File: src/hdl/ccbu_pkg.sv
// Shared types and constants of the point centering / bond unit vector block.
// No dependencies; every module of the block imports this package.
`default_nettype none

package ccbu_pkg;

    // field and datapath widths
    localparam int CW      = 13;  // point count and point limit
    localparam int COORD_W = 25;  // one coordinate
    localparam int IDX_W   = 12;  // fetch index
    localparam int DIFF_W  = 26;  // bond component
    localparam int MAG_W   = 25;  // magnitude of a bond component
    localparam int SQ_W    = 50;  // square of a bond component
    localparam int LEN_W   = 52;  // squared bond length
    localparam int SUM_W   = 38;  // coordinate sum
    localparam int DVD_W   = 39;  // centering dividend 2*|sum| + count
    localparam int REM_W   = 53;  // divider partial remainder
    localparam int ROOT_W  = 31;  // square root working registers
    localparam int STEP_W  = 6;   // controller step counter
    localparam int PADDR_W = 3;
    localparam int PDATA_W = 32;

    // iteration counts
    localparam logic [STEP_W-1:0] DIV_STEPS_CTR  = 6'd39;
    localparam logic [STEP_W-1:0] DIV_STEPS_BOND = 6'd31;
    localparam logic [STEP_W-1:0] SQRT_STEPS     = 6'd16;
    localparam logic [STEP_W-1:0] SQ_LAST        = 6'd3;

    localparam logic [ROOT_W-1:0] ROOT_BIT0 = 31'h4000_0000;

    // request and mode codes
    localparam logic REQ_LOAD    = 1'b0;
    localparam logic REQ_FETCH   = 1'b1;
    localparam logic MODE_CENTER = 1'b0;
    localparam logic MODE_BOND   = 1'b1;

    // register map (index taken from paddr bit 2)
    localparam logic REG_MODE       = 1'b0;
    localparam logic REG_MAX_POINTS = 1'b1;
    localparam logic [CW-1:0] MAX_POINTS_RST = 13'd4096;

    typedef struct packed {
        logic               req_type;
        logic               first;
        logic [COORD_W-1:0] px;
        logic [COORD_W-1:0] py;
        logic [COORD_W-1:0] pz;
        logic [IDX_W-1:0]   fetch_index;
    } ccbu_in_t;

    typedef struct packed {
        logic               valid_res;
        logic [COORD_W-1:0] ox;
        logic [COORD_W-1:0] oy;
        logic [COORD_W-1:0] oz;
    } ccbu_out_t;

    typedef enum logic [3:0] {
        ST_IDLE,
        ST_CHECK,
        ST_RD1,
        ST_RD2,
        ST_SQ,
        ST_LEN,
        ST_DIV,
        ST_SQI,
        ST_SQRT,
        ST_DONE
    } ccbu_state_t;

    typedef struct packed {
        logic       load;
        logic       fetch;
        logic       rd_en;
        logic       rd_next;
        logic       cap_a;
        logic       cap_diff;
        logic       sq_en;
        logic [1:0] sq_sel;
        logic       acc_en;
        logic [1:0] acc_sel;
        logic       div_init;
        logic       div_step;
        logic       div_noshift;
        logic       sqrt_init;
        logic       sqrt_step;
        logic       out_load;
        logic       out_valid;
        logic       out_zero;
    } ccbu_cmd_t;

    typedef struct packed {
        logic fetch_ok;
        logic len_zero;
        logic out_free;
        logic mode;
    } ccbu_status_t;

endpackage

`default_nettype wire

File: src/hdl/ccbu_ctrl.sv
// Sequencing state machine of the point centering / bond unit vector block.
// Depends on ccbu_pkg; drives the datapath through ccbu_cmd_t.
`default_nettype none

module ccbu_ctrl import ccbu_pkg::*; (
    input  wire logic         aclk,
    input  wire logic         aresetn,
    input  wire logic         in_valid,
    input  wire logic         in_is_fetch,
    output logic              s_ready,
    input  wire ccbu_status_t status,
    output ccbu_cmd_t         cmd
);

    ccbu_state_t       state_reg, state_next;
    logic [STEP_W-1:0] cnt_reg, cnt_next;
    logic              valid_reg, valid_next;
    logic              zero_reg, zero_next;
    logic [STEP_W-1:0] div_last;

    assign div_last = ((status.mode == MODE_BOND) ? DIV_STEPS_BOND : DIV_STEPS_CTR) - 6'd1;

    // state register
    always_ff @(posedge aclk) begin
        if (!aresetn) begin
            state_reg <= ST_IDLE;
            cnt_reg   <= '0;
            valid_reg <= 1'b0;
            zero_reg  <= 1'b0;
        end else begin
            state_reg <= state_next;
            cnt_reg   <= cnt_next;
            valid_reg <= valid_next;
            zero_reg  <= zero_next;
        end
    end

    // next state and commands
    always_comb begin
        state_next = state_reg;
        cnt_next   = cnt_reg;
        valid_next = valid_reg;
        zero_next  = zero_reg;
        cmd        = '0;
        s_ready    = 1'b0;
        unique case (state_reg)
            ST_IDLE: begin
                s_ready = 1'b1;
                if (in_valid) begin
                    if (in_is_fetch) begin
                        cmd.fetch  = 1'b1;
                        state_next = ST_CHECK;
                    end else begin
                        cmd.load = 1'b1;
                    end
                end
            end
            ST_CHECK: begin
                if (status.fetch_ok) begin
                    cmd.rd_en  = 1'b1;
                    valid_next = 1'b1;
                    zero_next  = 1'b0;
                    state_next = ST_RD1;
                end else begin
                    valid_next = 1'b0;
                    zero_next  = 1'b1;
                    state_next = ST_DONE;
                end
            end
            ST_RD1: begin
                cmd.cap_a = 1'b1;
                cnt_next  = '0;
                if (status.mode == MODE_CENTER) begin
                    cmd.div_init = 1'b1;
                    state_next   = ST_DIV;
                end else begin
                    cmd.rd_en   = 1'b1;
                    cmd.rd_next = 1'b1;
                    state_next  = ST_RD2;
                end
            end
            ST_RD2: begin
                cmd.cap_diff = 1'b1;
                cnt_next     = '0;
                state_next   = ST_SQ;
            end
            ST_SQ: begin
                // square one component while the previous square accumulates
                cmd.sq_en   = (cnt_reg < SQ_LAST);
                cmd.sq_sel  = cnt_reg[1:0];
                cmd.acc_en  = (cnt_reg != '0);
                cmd.acc_sel = cnt_reg[1:0] - 2'd1;
                cnt_next    = cnt_reg + 6'd1;
                if (cnt_reg == SQ_LAST) begin
                    state_next = ST_LEN;
                end
            end
            ST_LEN: begin
                if (status.len_zero) begin
                    zero_next  = 1'b1;
                    state_next = ST_DONE;
                end else begin
                    cmd.div_init = 1'b1;
                    cnt_next     = '0;
                    state_next   = ST_DIV;
                end
            end
            ST_DIV: begin
                cmd.div_step    = 1'b1;
                cmd.div_noshift = (status.mode == MODE_BOND) && (cnt_reg == '0);
                cnt_next        = cnt_reg + 6'd1;
                if (cnt_reg == div_last) begin
                    state_next = (status.mode == MODE_BOND) ? ST_SQI : ST_DONE;
                end
            end
            ST_SQI: begin
                cmd.sqrt_init = 1'b1;
                cnt_next      = '0;
                state_next    = ST_SQRT;
            end
            ST_SQRT: begin
                cmd.sqrt_step = 1'b1;
                cnt_next      = cnt_reg + 6'd1;
                if (cnt_reg == SQRT_STEPS - 6'd1) begin
                    state_next = ST_DONE;
                end
            end
            ST_DONE: begin
                // hold until the output register can take the result
                if (status.out_free) begin
                    cmd.out_load  = 1'b1;
                    cmd.out_valid = valid_reg;
                    cmd.out_zero  = zero_reg;
                    state_next    = ST_IDLE;
                end
            end
            default: begin
                state_next = ST_IDLE;
            end
        endcase
    end

`ifndef NO_ASSERTIONS
    a_div_bound: assert property (@(posedge aclk) disable iff (!aresetn)
        (state_reg == ST_DIV) |-> (cnt_reg < DIV_STEPS_CTR))
        else $error("divider step count out of range");
    a_out_free: assert property (@(posedge aclk) disable iff (!aresetn)
        cmd.out_load |-> status.out_free)
        else $error("result loaded over an untaken result");
    a_fetch_check: assert property (@(posedge aclk) disable iff (!aresetn)
        (in_valid && s_ready && in_is_fetch) |=> (state_reg == ST_CHECK))
        else $error("fetch transfer did not start a check");
`endif

endmodule

`default_nettype wire

File: config.mk
export PLATFORM = sky130hd
export DESIGN_NAME = ccbu_ctrl
export DESIGN_NICKNAME = d
export VERILOG_FILES = /design/src/hdl/ccbu_pkg.sv /design/src/hdl/ccbu_ctrl.sv
export SDC_FILE = /design/constraint.sdc
export NUM_CORES = 1
export LEC_CHECK = 0
export ABC_AREA = 1
export BUFFER_PORTS_ARGS = -buffer_cell sky130_fd_sc_hd__buf_2
export CORE_UTILIZATION = 40
export DETAILED_ROUTE_END_ITERATION = 8
export RECOVER_POWER = 50
export SLEW_MARGIN = 5
export SYNTH_ARGS = -nofsm -noshare
export SYNTH_HDL_FRONTEND = slang
export SYNTH_SLANG_ARGS = --single-unit
File: constraint.sdc
create_clock -name aclk -period 1.6 [get_ports aclk]
set_input_delay 0.08 -clock aclk [delete_from_list [all_inputs] [get_ports aclk]]
set_output_delay 0.08 -clock aclk [all_outputs]
set_load 0.01 [all_outputs]
==> summary.txt <==
Setup path
  – Crit path buf inv count: 2
  – WP data arrival: 1.43 ns
  – Critical R2R Launch: cnt_reg[0]
  – Crit start category: register
  – Crit Reg-Reg Endpoint: state_reg[0]
  – Crit path cell chain: inv_2 -> nand2_1 -> nor2_4 -> nand2_2 -> nor4_2 -> buf_2
  – Crit-path max FO: 5
  – Worst path slowest cell: dfxtp_2
  – Worst R2R Setup Slack: 0.18 ns
  – Worst R2R Path Depth: 9
  – Worst setup EP type: output port
  – Top delay family on crit path: simple AND/OR/NAND/NOR gates
  – Critical setup path kind: register to output port
  – Critical Path Max Stage Delay: roughly 0.36 ns
  – Required @ worst endpoint: between 1.5 and 2 ns

STA
  – Worst Skew: 0.00619 ns
  – Final min period: 1.51 ns
  – # setup viols final: 0
  – Normalized max-slew margin: between 70% and 80%
  – Max Transition Viols Final: 0
  – Endpoints failing hold: 0
  – Worst slew pin tran: between 0.3 and 0.4 ns
  – Max Fclk: 663 MHz
  – Fin crit share: between 90 and 100%

Routing
  – DRT Pass-1 Iters: 4
  – # DRC: 0
  – Routed WL per cell: roughly 12 um
  – 1st-iter DRT viols: 25
  – Via density: 5.01
  – Routed WL: roughly 2.9 mm
  – ANT nets after route: 0
  – Via count: between 1,000 and 1,500

Placed design
  – Hpwl dp: 2.32 mm
  – Cells after DPL: around 240
  – Post-DP Area: 1180 um2
  – GPL Wtd Cong: 0.893
  – Port bufs: 28

Global routing
  – Antenna violations before repair: 0
  – Pin count of the biggest net entering global routing: 10
  – GRT overflow: 0
  – Vias in the first global route: between 1,000 and 1,500
  – Total track usage: 22.4%
  – Global-route wire length before repair: 4.37 mm

Cells and area
  – N_diodes: 0
  – Area grow syn2layout: 24.0%
  – Nets: 225
  – Max FFs per register: 6
  – Final instance area: between 1000 and 1500 um2
  – Fin cells: between 200 and 250
  – Layout cells sized above 1: 27.2%

Synth
  – YS warnings: 0
  – Synthesized instance count: 181
  – #FFs+latches synth: 12
  – Post-synthesis simple-gate area fraction: 56.7%
  – Synthesized area: between 1000 and 1500 um2
  – Syn_area_per_cell: 5.56 um2
  – Compound-Gate Fraction of Synth Area: 4.48%
  – Adder-Cell Fraction of Synth Area: 3.73%
  – Mux share of post-synthesis cell area: 0%
  – Largest family of logic cells by synthesized area: simple AND/OR/NAND/NOR gates
  – Synth Net Count: 192
  – Xor/xnor cell area share of the yosys netlist: 0.871%
  – Synth unique cells: 21
  – Sequential share of the synthesized area: 23.9%

Floorplan
  – Cell row count: 17
  – DIE HEIGHT: ~52 um
  – Die ar.: between 2000 and 3000 um2
  – Core box area: roughly 2300 um2
  – Initial core utilization: a little over two fifths
  – Die width: 52.2 um
  – I/O pins: 29

Clocking
  – # hold bufs at CTS: 0
  – Clock transition at path regs: 0.09 ns
  – Num CTS Buffers: 3
  – CTS root buffer: clkbuf_4
  – Clk sinks: 12
  – CTS tree: yes
  – Max Buffers Root-to-Sink: 2
  – Htree depth: 1
  – Worst-Skew Late Latency: about 0.28 ns

Job
  – Maxcap violations: 0

Worst hold path
  – Worst Hold Depth: 3
  – Min-Delay Endpoint: state_reg[3]
  – HP Start: aresetn
  – Worst hold path class: primary input to register

Run status
  – Status: finished, final reports clean

Power
  – Leakage power: 0.689 nW
  – Worst ir drop on vdd: about 0.00092 V
  – Power Dens Cells: 1390 nW/um2
worst min-delay path: stages:
cell	delay [ns]
buf_2	0.12
nand2_1	0.06
nor2_1	0.03
cells in the final DEF, fill, tap and decap left out, drive strengths merged:
master,n
a21oi,7
buf,30
clkbuf,4
clkinv,1
dfxtp,12
ha,3
inv,24
nand2,58
nand3,18
nand4,2
nor2,42
nor3,7
nor4,1
o21ai,2
or2,1
xor2,1
cell families (layout without fill, tap and decap cells):
group / after synthesis / count (layout)
AOI/OAI and AO/OA: 9 / 9
xor gates and xnor gates: 1 / 1
adders and majority gates: 3 / 3
buffers and inverters: 27 / 59
DFF: 12 / 12
and+or+nand+nor: 129 / 129
worst max-delay path by stage:
stage | startpoint | end | slack (ns) | cells past startpoint
after floorplan | cnt_reg[0] | state_reg[1] | 0.27 | 10
after global placement | cnt_reg[0] | state_reg[2] | 0.14 | 10
after detailed placement | cnt_reg[0] | state_reg[1] | 0.1 | 10
after CTS | state_reg[0] | cmd[13] | 0.04 | 6
after global routing | state_reg[1] | cmd[17] | -0.01 | 6
final | state_reg[3] | cmd[13] | 0.09 | 6
where the power goes:
group | internal, mW | switching, mW | leakage, nW | total (mW)
clock | 0.139 | 0.119 | 0.0210 | 0.257
sequential | 0.382 | 0.0905 | 0.100 | 0.472
combinational | 0.357 | 0.653 | 0.568 | 1.01
total | 0.877 | 0.862 | 0.689 | 1.74
metal layers:
layer | track usage, % | vias to the layer above | wire, um
met2 | 37.4 | 21 | 1360
li1 | - | 626 | -
met1 | 27.0 | 553 | 1360
met4 | 12.7 | 0 | 70
met5 | 0 | - | 0
met3 | 3.22 | 7 | 65
cell type report:
cell class	count	area (um2)
fillers	272	1050
multi-input cells	142	678
flip-flops and latches	12	249
repair buffers	30	155
inverters	25	93.8
clock buffers	4	36.3
well taps	28	35.0
through the flow:
| stage | util (%) | total power, mW | worst slack [ns] | hold slack [ns] | setup TNS (ns) |
|---|---|---|---|---|---|
| 6_report | 54.3 | 1.74 | 0.0909 | 0.0373 | 0 |
| 5_1_grt | 54.3 | 1.89 | -0.0124 | 0.0521 | -0.0124 |
| 4_1_cts | 53.4 | 1.71 | 0.0356 | 0.0488 | 0 |
| 3_5_place_dp | 51.3 | 1.44 | 0.0951 | 0.353 | 0 |
| 3_3_place_gp | 51.3 | 1.44 | 0.140 | 0.347 | 0 |
| 2_1_floorplan | - | 1.16 | 0.266 | 0.200 | 0 |
Yosys cell counts (all sizes together):
master	number	area, um2
nand2	58	228
nand4	2	12.5
dfxtp	12	240
nor2	42	178
inv	24	90.1
nor3	7	40.0
buf	2	10.0
ha	3	37.5
clkinv	1	3.75
a21oi	7	35.0
nor4	1	6.26
or2	1	6.26
o21ai	2	10.0
xor2	1	8.76
nand3	18	100
what timing repair did:
item                       4_1_cts  5_1_grt
buffers inserted                 0        1
gates resized for setup          3        8
pin swaps                        1        1
setup endpoints to repair        1       11
Power figures use the tool's default switching activity.
